<file path="src/rtl/skvlt_pkg.sv">
package skvlt_pkg;

	localparam int KeyW   = 32;
	localparam int ValW   = 32;
	localparam int CountW = 7;
	localparam int MaxW   = 7;

	localparam logic [MaxW-1:0] MaxEntriesReset = 7'd64;

	typedef enum logic [1:0] {
		OP_LOOKUP = 2'd0,
		OP_INSERT = 2'd1,
		OP_REMOVE = 2'd2
	} op_t;

	typedef enum logic [1:0] {
		ST_OK        = 2'd0,
		ST_NOT_FOUND = 2'd1,
		ST_DUPLICATE = 2'd2,
		ST_FULL      = 2'd3
	} status_t;

	typedef enum logic [1:0] {
		FSM_IDLE,
		FSM_SEARCH,
		FSM_APPLY
	} fsm_t;

	typedef struct packed {
		op_t             op;
		logic [KeyW-1:0] key;
		logic [ValW-1:0] value;
	} req_t;

	typedef struct packed {
		status_t           status;
		logic [ValW-1:0]   value_out;
		logic [CountW-1:0] count;
	} rsp_t;

	// Broadcast from the controller to every cell of the row.
	typedef struct packed {
		logic            capture;
		logic            ins;
		logic            rem;
		logic [KeyW-1:0] key;
		logic [ValW-1:0] value;
	} cell_cmd_t;

endpackage

</file>
<file path="src/rtl/skvlt_cell.sv">
module skvlt_cell import skvlt_pkg::*; #(
	parameter int INDEX = 0,
	parameter int CW    = 7
) (
	input  logic            clk,
	input  logic            arst_n,
	input  cell_cmd_t       cmd,
	input  logic [CW-1:0]   count,
	input  logic            left_lt,
	input  logic [KeyW-1:0] left_key,
	input  logic [ValW-1:0] left_val,
	input  logic [KeyW-1:0] right_key,
	input  logic [ValW-1:0] right_val,
	output logic            lt,
	output logic            eq,
	output logic [KeyW-1:0] key,
	output logic [ValW-1:0] val,
	output logic [ValW-1:0] hit_val
);

	localparam logic [CW-1:0] Idx = CW'(INDEX);

	logic            occ;
	logic            lt_s1;
	logic            eq_s1;
	logic [KeyW-1:0] key_q;
	logic [ValW-1:0] val_q;

	// Only cells below the entry count take part in the search.
	assign occ = Idx < count;

	always_ff @(posedge clk or negedge arst_n) begin
		if (!arst_n) begin
			lt_s1 <= 1'b0;
			eq_s1 <= 1'b0;
		end else if (cmd.capture) begin
			lt_s1 <= occ && (key_q < cmd.key);
			eq_s1 <= occ && (key_q == cmd.key);
		end
	end

	// Cells below the insertion point keep their entry; the rest move.
	always_ff @(posedge clk) begin
		if (cmd.ins && !lt_s1) begin
			if (left_lt) begin
				key_q <= cmd.key;
				val_q <= cmd.value;
			end else begin
				key_q <= left_key;
				val_q <= left_val;
			end
		end else if (cmd.rem && !lt_s1) begin
			key_q <= right_key;
			val_q <= right_val;
		end
	end

	assign lt      = lt_s1;
	assign eq      = eq_s1;
	assign key     = key_q;
	assign val     = val_q;
	assign hit_val = eq_s1 ? val_q : '0;

endmodule

</file>
<file path="config.mk">
export PLATFORM = sky130hd
export DESIGN_NAME = skvlt_cell
export DESIGN_NICKNAME = d
export VERILOG_FILES = /design/src/rtl/skvlt_pkg.sv /design/src/rtl/skvlt_cell.sv
export SDC_FILE = /design/constraint.sdc
export NUM_CORES = 1
export LEC_CHECK = 0
export BUFFER_PORTS_ARGS = -buffer_cell sky130_fd_sc_hd__buf_2
export CAP_MARGIN = 20
export CORE_AREA = 4 4 116 118
export DETAILED_ROUTE_END_ITERATION = 10
export DIE_AREA = 0 0 120 122
export GPL_TIMING_DRIVEN = 0
export PLACE_DENSITY_LB_ADDON = 0.05
export SYNTH_ARGS = -nofsm -noshare
export SYNTH_HDL_FRONTEND = slang
export SYNTH_SLANG_ARGS = --single-unit
</file>
<file path="constraint.sdc">
create_clock -name clk -period 3.31 [get_ports clk]
set_input_delay 0.993 -clock clk [delete_from_list [all_inputs] [get_ports clk]]
set_output_delay 0.993 -clock clk [all_outputs]
set_load 0.05 [all_outputs]
</file>
==> run summary <==
- **Die Outline Area** 14,640 sq um
- **worst-case register-to-register setup slack** 1340 ps
- **setup repair after global routing missed its margin** no
- **post-detailed-route wirelength per cell** 16.06 um
- **number of antenna violations at the first check in global routing** 0
- **clock-pin slew on the worst setup and hold paths** 50 ps
- **number of buffers created by CTS** 9
- **worst-path fanout max** 10
- **layout cells sized above 1** 43.48%
- **worst hold-check path type** in2async
- **height of the chip** 122 um
- **placed wire-length estimate** 12.42 mm
- **register bit total from synthesis** 66
- **share of synthesized registers carrying an async set or reset** 3.030%
- **Layout area overhead** 47.23%
- **Pwr per Cell Area** 506.5 nW/um^2
- **share of the synthesized area in the top cell type** 44.27%
- **final count of negative-setup-slack endpoints** 0
- **run status** finished clean
- **# Post-CTS Setup Buffers** 0
- **pin count of the biggest net entering global routing** 30
- **area leader, netlist** sky130_fd_sc_hd__edfxtp_1
- **Placed Instance Area** 6111 sq um
- **Iteration-0 DRC Markers** 152
- **port bufs** 301
- **number of buffers on the longest clock path** 2
- **Worst Setup Slack, final** 666.3 ps
- **Post-synth EDFFs** 64
- **skew final** 9.203 ps
- **number of global-route vias before repair** 4,445
- **# rows** 41
- **Total Nets Final** 984
- **horizontal die dimension** 120 um
- **last weighted congestion value of the routability-driven placer** 0.7859
- **count of max-cap constraint violations** 0
- **Pins Over Slew Limit** 0
- **overall track demand over capacity in global routing** 19.65%
- **total number of vias** 4,306
- **average vias per placed instance** 4.655
- **number of nets in the synthesized netlist** 670
- **number of different library cells in the post-synthesis netlist** 31
- **worst rel slew slack** 63.93%
- **commonest non-fill, non-tap cell in the layout** sky130_fd_sc_hd__buf_2
- **worst flop-to-flop path startpoint** key[31]
- **WP data required** 2320 ps
- **number of standard cells after synthesis** 433
- **synth warn** 0
- **detailed-router iteration count before antenna repair** 4
- **most used flip-flop cell after synthesis** sky130_fd_sc_hd__edfxtp_1
- **wire length of the first global-routing pass** 22.45 mm
- **maximum ir drop on the vdd rail** 236.4 uV
- **clock tree from TritonCTS** yes
- **CTS Root Cell** sky130_fd_sc_hd__clkbuf_16
- **WP data arrival** 1650 ps
- **number of clock sinks seen by CTS** 66
- **kind of end point of the critical path** output pin
- **cell area after synthesis** 4342 sq um
- **H-tree depth** 3
- **final worst-path cycle share** 79.87%
- **clock latency on the worst-skew pair** 320 ps
- **Place WS** 598.6 ps
- **core footprint** 12,470 sq um
- **GRT overflow** 0
- **Final min period** 2644 ps
- **Design Area, Final** 6392 sq um
- **largest cells by area after synthesis** sky130_fd_sc_hd__edfxtp_1 (44%), sky130_fd_sc_hd__mux2i_1 (15%), sky130_fd_sc_hd__ha_1 (9.2%)
- **Initial Util** 34.83%
- **pin slew with the least headroom to its limit** 536.1 ps
- **achievable frequency** 378.3 MHz
- **Crit Path Class** reg2out
- **post_cts resized** 0
- **highest-count cells in the layout ignoring fill and taps** sky130_fd_sc_hd__buf_2 (310), sky130_fd_sc_hd__nand2_1 (67), sky130_fd_sc_hd__o21ai_1 (65)
- **number of nets with antenna violations after routing** 0
- **total of hold buffers inserted after clock tree synthesis** 0
- **critical path launch point** eq
- **share of the yosys chip area belonging to registers** 45.42%
- **final wirelength** 14.85 mm
- **startpoint type of the worst setup path** flip-flop
- **mean area per synthesized cell** 10.03 sq um
- **final hold violation count** 0
- **leakage power total** 3.387 nW
- **top-level I/O count** 303
- **number of design rule violations left after detail routing** 0
-- through the flow --
| step | hold WS, ps | instances | total power, mW | TNS (ps) | utilization, % |
|---|---|---|---|---|---|
| global route | 430.6 | 924 | 3.415 | 0 | 51.26 |
| detailed placement | 664.3 | 908 | 2.361 | 0 | 49.02 |
| finish | 445.5 | 925 | 3.238 | 0 | 51.28 |
| global placement | 609.2 | 906 | 2.337 | -48570 | 48.66 |
| CTS | 432.9 | 924 | 3.282 | 0 | 51.26 |
| floorplan | 697.4 | 433 | 1.965 | 0 | - |
-- metal layers --
metal,up-vias,wire [um],GRT usage [%]
li1,2176,-,-
met1,1946,5820,22.78
met2,173,7745,35.93
met3,11,1130,4.921
met4,0,155,5.583
met5,-,0,0
-- worst max-delay path: stages, from the launching register on --
cell	delay [ps]
sky130_fd_sc_hd__dfrtp_1	530
sky130_fd_sc_hd__clkbuf_1	350
sky130_fd_sc_hd__and2_1	180
sky130_fd_sc_hd__buf_2	270
-- path summary, 6_finish.rpt --
check | cells after the start | to
worst max-delay path | 3 | hit_val[18]
worst min-delay path | 1 | eq
worst max register to register | 5 | lt
worst min register to register | 1 | lt
max in group asynchronous | 1 | lt
min in group clk | 1 | lt
-- cell usage after synthesis, types with 3 or more instances --
cell / count
sky130_fd_sc_hd__mux2i_1: 64
sky130_fd_sc_hd__nand3_1: 5
sky130_fd_sc_hd__o21ai_1: 65
sky130_fd_sc_hd__clkbuf_1: 13
sky130_fd_sc_hd__inv_1: 33
sky130_fd_sc_hd__ha_1: 32
sky130_fd_sc_hd__nand2_1: 67
sky130_fd_sc_hd__a211oi_1: 3
sky130_fd_sc_hd__a21o_1: 5
sky130_fd_sc_hd__and2_1: 32
sky130_fd_sc_hd__nand4_1: 7
sky130_fd_sc_hd__nor2_1: 4
sky130_fd_sc_hd__buf_2: 9
sky130_fd_sc_hd__edfxtp_1: 64
sky130_fd_sc_hd__a21oi_1: 10
-- logic make-up after synthesis --
| family | share of synthesized area (%) |
|---|---|
| multiplexers | 14.75 |
| AND/OR/NAND/NOR | 13.60 |
| flip-flops | 45.42 |
| adder cells (fa/ha/maj) | 9.222 |
| AO/OA/AOI/OAI | 11.82 |
| buffers and inverters | 5.187 |
-- where the power goes --
| part | total, mW | internal (mW) | switching (mW) |
|---|---|---|---|
| combinational | 1.15 | 0.347 | 0.808 |
| sequential | 1.18 | 1.10 | 0.0751 |
| clock | 0.907 | 0.577 | 0.330 |
| total | 3.24 | 2.03 | 1.21 |
-- registers in the layout, summed over array words and instances, names as in the netlist --
signal  cells
key        32
val        32
eq          1
lt          1
-- final cells by class --
class                           instances  area, sq um
Sequential cell                        66         1972
Clock inverter                          4        42.54
Buffer                                 24        101.3
Clock buffer                           12        236.5
Multi-Input combinational cell        310         2152
Fill cell                            1237         6073
Antenna cell                            1        2.502
Timing Repair Buffer                  303         1546
Inverter                               33        123.9
Tap cell                              172        215.2
(Power assumes the default switching activity.)
