<file path="config.mk">
export PLATFORM = sky130hd
export DESIGN_NAME = skvlt_ctrl
export DESIGN_NICKNAME = d
export VERILOG_FILES = /design/src/rtl/skvlt_pkg.sv /design/src/rtl/skvlt_ctrl.sv
export SDC_FILE = /design/constraint.sdc
export NUM_CORES = 1
export LEC_CHECK = 0
export BUFFER_PORTS_ARGS = -buffer_cell sky130_fd_sc_hd__clkbuf_2
export CORE_MARGIN = 5
export CORE_UTILIZATION = 45
export DETAILED_ROUTE_END_ITERATION = 7
export GPL_ROUTABILITY_DRIVEN = 0
export PLACE_DENSITY = 0.87
export SYNTH_ARGS = -nofsm -noshare
export SYNTH_HDL_FRONTEND = slang
export SYNTH_SLANG_ARGS = --single-unit
</file>
<file path="constraint.sdc">
create_clock -name clk -period 5 [get_ports clk]
set_input_delay 0.25 -clock clk [delete_from_list [all_inputs] [get_ports clk]]
set_output_delay 0.25 -clock clk [all_outputs]
set_load 0.03 [all_outputs]
</file>
<file path="src/rtl/skvlt_pkg.sv">
package skvlt_pkg;

	localparam int KeyW   = 32;
	localparam int ValW   = 32;
	localparam int CountW = 7;
	localparam int MaxW   = 7;

	localparam logic [MaxW-1:0] MaxEntriesReset = 7'd64;

	typedef enum logic [1:0] {
		OP_LOOKUP = 2'd0,
		OP_INSERT = 2'd1,
		OP_REMOVE = 2'd2
	} op_t;

	typedef enum logic [1:0] {
		ST_OK        = 2'd0,
		ST_NOT_FOUND = 2'd1,
		ST_DUPLICATE = 2'd2,
		ST_FULL      = 2'd3
	} status_t;

	typedef enum logic [1:0] {
		FSM_IDLE,
		FSM_SEARCH,
		FSM_APPLY
	} fsm_t;

	typedef struct packed {
		op_t             op;
		logic [KeyW-1:0] key;
		logic [ValW-1:0] value;
	} req_t;

	typedef struct packed {
		status_t           status;
		logic [ValW-1:0]   value_out;
		logic [CountW-1:0] count;
	} rsp_t;

	// Broadcast from the controller to every cell of the row.
	typedef struct packed {
		logic            capture;
		logic            ins;
		logic            rem;
		logic [KeyW-1:0] key;
		logic [ValW-1:0] value;
	} cell_cmd_t;

endpackage

</file>
<file path="src/rtl/skvlt_ctrl.sv">
module skvlt_ctrl import skvlt_pkg::*; #(
	parameter int DEPTH = 64,
	parameter int CW    = 7
) (
	input  logic            clk,
	input  logic            arst_n,
	input  logic            in_valid,
	output logic            in_stall,
	input  req_t            in_data,
	output logic            out_valid,
	input  logic            out_stall,
	output rsp_t            out_data,
	input  logic            cfg_we,
	input  logic [MaxW-1:0] cfg_data,
	input  logic            hit,
	input  logic [ValW-1:0] found_val,
	output cell_cmd_t       cmd,
	output logic [CW-1:0]   count
);

	localparam int LW = (CW > MaxW) ? CW : MaxW;
	localparam logic [LW-1:0] DepthL = LW'(DEPTH);

	fsm_t            state_q;
	fsm_t            state_d;
	req_t            req_q;
	logic [CW-1:0]   count_q;
	logic [MaxW-1:0] max_q;
	logic            out_valid_q;
	rsp_t            out_q;
	logic            advance;
	logic            accept;
	logic [LW-1:0]   max_l;
	logic [LW-1:0]   limit;
	logic [LW-1:0]   count_l;
	logic            full;
	logic [CW-1:0]   count_next;
	rsp_t            rsp;

	assign advance = !out_valid_q || !out_stall;
	assign accept  = in_valid && !in_stall;

	assign max_l   = LW'(max_q);
	assign limit   = (max_l > DepthL) ? DepthL : max_l;
	assign count_l = LW'(count_q);
	assign full    = count_l >= limit;

	always_comb begin
		state_d = state_q;
		unique case (state_q)
			FSM_IDLE:   if (accept) state_d = FSM_SEARCH;
			FSM_SEARCH: state_d = FSM_APPLY;
			FSM_APPLY: begin
				if (advance) state_d = accept ? FSM_SEARCH : FSM_IDLE;
			end
			default:    state_d = FSM_IDLE;
		endcase
	end

	always_comb begin
		in_stall    = 1'b1;
		cmd.capture = 1'b0;
		cmd.ins     = 1'b0;
		cmd.rem     = 1'b0;
		cmd.key     = req_q.key;
		cmd.value   = req_q.value;
		unique case (state_q)
			FSM_IDLE:   in_stall = 1'b0;
			FSM_SEARCH: cmd.capture = 1'b1;
			FSM_APPLY: begin
				in_stall = !advance;
				cmd.ins  = advance && (req_q.op == OP_INSERT) && !hit && !full;
				cmd.rem  = advance && (req_q.op == OP_REMOVE) && hit;
			end
			default:    in_stall = 1'b1;
		endcase
	end

	always_comb begin
		count_next = count_q;
		if (cmd.ins) count_next = count_q + CW'(1);
		else if (cmd.rem) count_next = count_q - CW'(1);
	end

	always_comb begin
		rsp.status    = ST_OK;
		rsp.value_out = '0;
		rsp.count     = CountW'(LW'(count_next));
		unique case (req_q.op)
			OP_LOOKUP: begin
				if (hit) rsp.value_out = found_val;
				else rsp.status = ST_NOT_FOUND;
			end
			OP_INSERT: begin
				if (hit) rsp.status = ST_DUPLICATE;
				else if (full) rsp.status = ST_FULL;
			end
			OP_REMOVE: begin
				if (!hit) rsp.status = ST_NOT_FOUND;
			end
			default: rsp.status = ST_OK;
		endcase
	end

	always_ff @(posedge clk or negedge arst_n) begin
		if (!arst_n) begin
			state_q     <= FSM_IDLE;
			count_q     <= '0;
			max_q       <= MaxEntriesReset;
			out_valid_q <= 1'b0;
		end else begin
			state_q <= state_d;
			count_q <= count_next;
			if (cfg_we) max_q <= cfg_data;
			if (state_q == FSM_APPLY && advance) out_valid_q <= 1'b1;
			else if (!out_stall) out_valid_q <= 1'b0;
		end
	end

	always_ff @(posedge clk) begin
		if (accept) req_q <= in_data;
		if (state_q == FSM_APPLY && advance) out_q <= rsp;
	end

	assign out_valid = out_valid_q;
	assign out_data  = out_q;
	assign count     = count_q;

	a_count_bound: assert property (@(posedge clk) disable iff (!arst_n)
		LW'(count_q) <= DepthL)
		else $error("entry count above table depth");

	a_insert_grows: assert property (@(posedge clk) disable iff (!arst_n)
		cmd.ins |=> count_q == $past(count_q) + CW'(1))
		else $error("accepted insert did not grow the count");

	a_remove_nonempty: assert property (@(posedge clk) disable iff (!arst_n)
		cmd.rem |-> count_q != '0)
		else $error("remove on an empty table");

	a_result_after_apply: assert property (@(posedge clk) disable iff (!arst_n)
		$rose(out_valid_q) |-> $past(state_q) == FSM_APPLY)
		else $error("result issued outside the update cycle");

endmodule

</file>
==> results of run 1 <==
==> layer usage <==
layer,routed length (um),vias up,GRT usage
met5,13,-,0
met4,286,2,0.07502
met3,1288,20,0.07206
met2,6816,184,0.3434
met1,4658,1657,0.2064
li1,-,1617,-
==> where the power goes <==
part           internal (uW)  switching [uW]
clock network            903             434
logic                    198             352
registers               1240            63.4
==> sequential cells by signal (all words and copies together), names as in the netlist <==
| register | cells |
|---|---|
| req_q | 2 |
| count | 7 |
| cmd | 64 |
| out_valid | 1 |
| state_q | 2 |
| out_data | 41 |
| max_l | 7 |
==> cell type report <==
cell class                 instances  area [um2]
sequential                       124        3640
fill                             764        3533
timing repair buffer             314        1999
multi-input combinational        119       864.6
clock buffer                      18       417.9
clock inverter                    14       224.0
tap                              140       175.2
inverter                           9       33.78
==> Yosys cell counts, types with 2 or more instances <==
cell,n,area share
o21ai_0,3,0.0030
nand2b_1,2,0.0025
nand2_1,14,0.010
nor2_1,7,0.0052
a21oi_1,2,0.0020
edfxtp_1,107,0.64
nor2b_1,2,0.0025
a31oi_1,4,0.0050
clkbuf_1,4,0.0030
xnor2_1,4,0.0070
ha_1,9,0.022
mux2_2,6,0.013
nand4_1,4,0.0050
inv_1,7,0.0052
dfrtp_1,16,0.080
and2_1,32,0.040
o211ai_2,2,0.0050
inv_2,2,0.0015
nand3_1,3,0.0030
nor3_1,4,0.0040
buf_4,65,0.097
==> worst reg2reg max path: stages (launching register included) <==
cell and delay, ns:
dfrtp_1 0.46, inv_1 0.12, ha_1 0.30, nand2b_4 0.13
a211o_1 0.32, a211oi_4 0.46, and2_4 0.27, o211ai_2 0.10
==> per-stage QoR <==
| step | hold slack [ns] | utilization | area, um2 | worst slack [ns] |
|---|---|---|---|---|
| floorplan | -0.04559 | - | 5029 | 0.8768 |
| global placement | 0.1959 | 0.5393 | 5872 | 2.550 |
| detailed placement | 0.2135 | 0.5393 | 5872 | 2.510 |
| CTS | 0.0001544 | 0.6736 | 7335 | 1.962 |
| global route | 0.006317 | 0.6755 | 7355 | 1.833 |
| finish | 0.02950 | 0.6755 | 7355 | 1.986 |
==> logic make-up after synthesis <==
group / Yosys count / synth area share
flops: 124 / 0.7238
simple gates: 79 / 0.09132
buf+inv: 78 / 0.1067
compound gates: 21 / 0.03533
fa+ha+maj: 9 / 0.02239
mux: 6 / 0.01344
xor+xnor: 4 / 0.006966
==> worst max-delay path by stage <==
stage | end | slack (ns) | cells past startpoint
detailed placement | cmd[65] | 2.51 | 7
CTS | cmd[65] | 1.96 | 7
global placement | cmd[65] | 2.55 | 7
finish | cmd[65] | 1.99 | 7
floorplan | cmd[0] | 0.88 | 2
global route | cmd[65] | 1.83 | 8
==> timing repair <==
action	CTS	global route
hold endpoints to repair	97	2
hold buffers	82	2
setup endpoints to repair	0	0
==> impl_metrics.py, run 1 <==
metrics = {
    "status": {
        "outcome": "completed",
    },
    "worst_setup_path": {
        "criticalPathCategory": "reg -> out",
        "crit_path_start_kind": "flip-flop",
        "worstPathRequired_ns": 4.75,
        "rrSetupSlack_ns": 2.57,
        "worstSetupEndpointType": "output port",
        "critPathSlowestCell": "dfrtp_1",
        "startpoint": "count[0]",
        "crit_family": "compound AO/OA/AOI/OAI gates",
        "rr_worst_depth": 7,
        "crit_fanout": 10,
        "crit_path_max_incr_delay_ns": 0.46,
        "crit_chain": "inv_1 -> ha_1 -> nand2b_4 -> a211o_1 -> a211oi_4 -> and2_4 -> clkbuf_2",
        "critical_path_buf_inv_count": 2,
        "cp_data_arrival_time_ns": 2.76,
        "regToRegEndpoint": "out_data[5]",
        "reg2reg_from": "count[0]",
    },
    "hold_path": {
        "hold_depth": 2,
        "min_to": "out_data[9]",
        "hold_path.class": "in -> reg",
        "min_from": "found_val[2]",
    },
    "sta": {
        "timing.fmax_mhz": 331.8,
        "rsz0062_at_grt": "false",
        "maxSlewViolCount": 0,
        "setup_tns_ns": 0,
        "finalCritPeriodShare": 0.6027,
        "slew_headroom": 0.4020,
        "tightest_slew_ns": 0.8949,
        "hold_viol_final": 0,
        "setup-violations-final": 0,
        "period_minus_slack_ns": 3.014,
        "skew_ns": 0.006794,
    },
    "route": {
        "ant_nets": 0,
        "drt_wl_total_um": 13060,
        "wire_per_inst_um": 17.70,
        "drt-initial-drc-count": 209,
        "first_pass_iters": 4,
        "drc": 0,
        "viasPerCell": 4.715,
        "num_vias": 3480,
    },
    "clocking": {
        "worstSkewPairLatency_ns": 0.50,
        "cts_setup_buffers": 0,
        "cts-root-buf": "clkbuf_8",
        "cts.clk_slew.worst_paths_ns": 0.06,
        "cts-buffers-inserted": 17,
        "max-clock-path-buffers": 2,
        "post_cts_resized": 0,
        "numClockSinks": 124,
        "htree_levels": 4,
        "tritoncts": "built",
    },
    "cells_and_area": {
        "final_common_cell": "clkbuf_2",
        "final_cells": 738,
        "diodes": 0,
        "drive_above_1_share": 0.4649,
        "syn_to_final_growth_pct": 46.26,
        "final_cell_mix": "clkbuf_2, edfxtp_1, dlygate4sd3_1, and2_1",
        "nNetsFinal": 705,
    },
    "place": {
        "dpl.cell_count": 622,
        "dpl.hpwl_um": 8549,
        "port_buffers": 227,
    },
    "global_route": {
        "grt_pass1_vias": 3680,
        "grt_pass1_wl_um": 19180,
        "overflow": 0,
        "grt_max_degree": 37,
        "grt_antenna_before_repair": 1,
        "grtUsageTotal": 0.1921,
    },
    "power": {
        "power_density_nw_per_um2": 433.3,
        "total_power_uw": 3187,
        "p_leak_uw": 0.003208,
        "vdd_drop_max_uv": 245.5,
    },
    "yosys": {
        "yosysUniqueCellTypes": 43,
        "synth_edf_count": 107,
        "netlist_area_um2": 5029,
        "syn_inst": 321,
        "synth.avg_cell_area_um2": 15.67,
        "ys_ff_latch": 124,
        "async_reset_ff_frac": 0.1371,
        "ys_seq_area_frac": 0.7238,
        "synthFlopType": "edfxtp_1",
        "yosysWarnings": 0,
        "synthesis.nets": 441,
    },
    "die": {
        "row_count": 38,
        "fp.dieW_um": 115.7,
        "ioPinCount": 228,
        "die_h_um": 115.7,
        "initial_core_util": 0.4618,
        "core_area_um2": 10890,
        "die_area_um2": 13390,
    },
    "job": {
        "cap_viol_max_count": 0,
    },
}
Power figures use the tool's default switching activity.
==> run 2: changes to the inputs <==
Clock period 5 ns to 2.8 ns, I/O delays scaled along.
==> impl_metrics.py, run 2 (synthesis gave the netlist of run 1 again) <==
metrics = {
    "clocking": {
        "worstSkewPairLatency_ns": 0.50,
        "htree_levels": 4,
        "numClockSinks": 124,
        "cts-root-buf": "clkbuf_8",
        "cts-buffers-inserted": 17,
        "post_cts_resized": 0,
        "cts.clk_slew.worst_paths_ns": 0.06,
        "max-clock-path-buffers": 2,
        "tritoncts": "built",
    },
    "power": {
        "power_density_nw_per_um2": 726.7,
        "vdd_drop_max_uv": 406.5,
        "total_power_uw": 5550,
        "p_leak_uw": 0.003335,
    },
    "route": {
        "drc": 0,
        "ant_nets": 0,
        "drt-initial-drc-count": 236,
        "viasPerCell": 4.685,
        "num_vias": 3603,
        "wire_per_inst_um": 17.69,
        "first_pass_iters": 4,
        "drt_wl_total_um": 13600,
    },
    "sta": {
        "tightest_slew_ns": 0.5498,
        "finalCritPeriodShare": 0.9433,
        "setup_tns_ns": 0,
        "period_minus_slack_ns": 2.641,
        "setup-violations-final": 0,
        "hold_viol_final": 0,
        "skew_ns": 0.01116,
        "timing.fmax_mhz": 378.6,
        "rsz0062_at_grt": "false",
        "maxSlewViolCount": 0,
        "slew_headroom": 0.6315,
    },
    "job": {
        "cap_viol_max_count": 0,
    },
    "worst_setup_path": {
        "criticalPathCategory": "reg -> out",
        "crit_fanout": 7,
        "worstSetupEndpointType": "output port",
        "reg2reg_from": "max_l[6]",
        "crit_chain": "inv_1 -> nand2_1 -> ha_1 -> a211oi_1 -> nor2_4 -> a211oi_4 -> and2_4 -> clkbuf_2",
        "crit_family": "flip-flops",
        "critical_path_buf_inv_count": 2,
        "crit_path_start_kind": "flip-flop",
        "cp_data_arrival_time_ns": 2.50,
        "critPathSlowestCell": "dfstp_2",
        "startpoint": "max_l[6]",
        "crit_path_max_incr_delay_ns": 0.53,
        "worstPathRequired_ns": 2.66,
    },
    "status": {
        "outcome": "completed",
    },
    "global_route": {
        "grt_max_degree": 67,
        "grt_pass1_wl_um": 20540,
        "grtUsageTotal": 0.2057,
        "grt_pass1_vias": 3933,
        "overflow": 0,
        "grt_antenna_before_repair": 0,
    },
    "hold_path": {
        "hold_path.class": "in -> reg",
        "min_from": "cfg_we",
    },
    "die": {
        "ioPinCount": 228,
        "fp.dieW_um": 115.7,
        "row_count": 38,
        "core_area_um2": 10890,
        "initial_core_util": 0.4618,
        "die_area_um2": 13390,
        "die_h_um": 115.7,
    },
    "place": {
        "dpl.hpwl_um": 8578,
        "dpl.cell_count": 622,
        "port_buffers": 227,
    },
    "cells_and_area": {
        "diodes": 0,
        "syn_to_final_growth_pct": 51.88,
        "n_fill_cell": 700,
        "largest_reg_flops": 64,
        "final_cells": 769,
        "nNetsFinal": 736,
        "final_cell_mix": "clkbuf_2, dlygate4sd3_1, edfxtp_1, and2_1",
        "final_common_cell": "clkbuf_2",
        "drive_above_1_share": 0.4515,
    },
}
## run 2: worst reg2reg max path, delay by kind of cell (launching register included)
kind,cells,cell delay [ns]
and+or+nand+nor,2,0.18
xor gates and xnor gates,1,0.18
buffers and inverters,2,0.30
adders and majority gates,1,0.24
AOI/OAI and AO/OA,3,0.65
DFF,1,0.53
## run 2: worst paths after layout
kind,slack [ns],cells past startpoint,endpoint
worst max-delay path,0.16,8,cmd[65]
worst min-delay path,0.04,2,max_l[2]
worst max register to register,0.45,9,out_data[2]
worst min register to register,0.52,1,max_l[0]
max in group asynchronous,2.36,2,max_l[6]
min in group asynchronous,0.11,2,max_l[3]
## run 2: per-layer routing
metal | GRT usage | vias up | share of wire
met5 | 0 | - | 0
met4 | 0.08894 | 0 | 0.029
met3 | 0.06736 | 24 | 0.095
met2 | 0.3708 | 185 | 0.53
met1 | 0.2210 | 1708 | 0.35
li1 | - | 1686 | -
## run 2: power by group
part           total (uW)  internal, uW  switching, uW
Sequential           2320          2210            112
Combinational        1030           393            638
Clock                2200          1370            826
Total                5550          3970           1580
## run 2: final cells by class
class / instances / area [um2] / area share
Timing Repair Buffer: 345 / 2320 / 0.3037
Inverter: 9 / 33.78 / 0.004423
Multi-Input combinational cell: 119 / 864.6 / 0.1132
Clock buffer: 17 / 414.1 / 0.05423
Clock inverter: 15 / 190.2 / 0.02490
Tap cell: 140 / 175.2 / 0.02294
Sequential cell: 124 / 3640 / 0.4766
## run 2: metrics by stage
step	utilization	instance area [um2]	hold WS, ns	worst slack [ns]
floorplan	-	5036	-0.1556	0.2936
global placement	0.5405	5884	0.09282	0.4049
detailed placement	0.5405	5884	0.1064	0.3686
CTS	0.7014	7637	0.001246	0.1187
global route	0.7014	7637	0.02914	0.03002
finish	0.7014	7637	0.03527	0.1587
## run 2: what timing repair did
item	in CTS	in global routing
hold buffers	114	0
buffers inserted	1	0
hold endpoints to repair	125	0
setup endpoints to repair	1	0
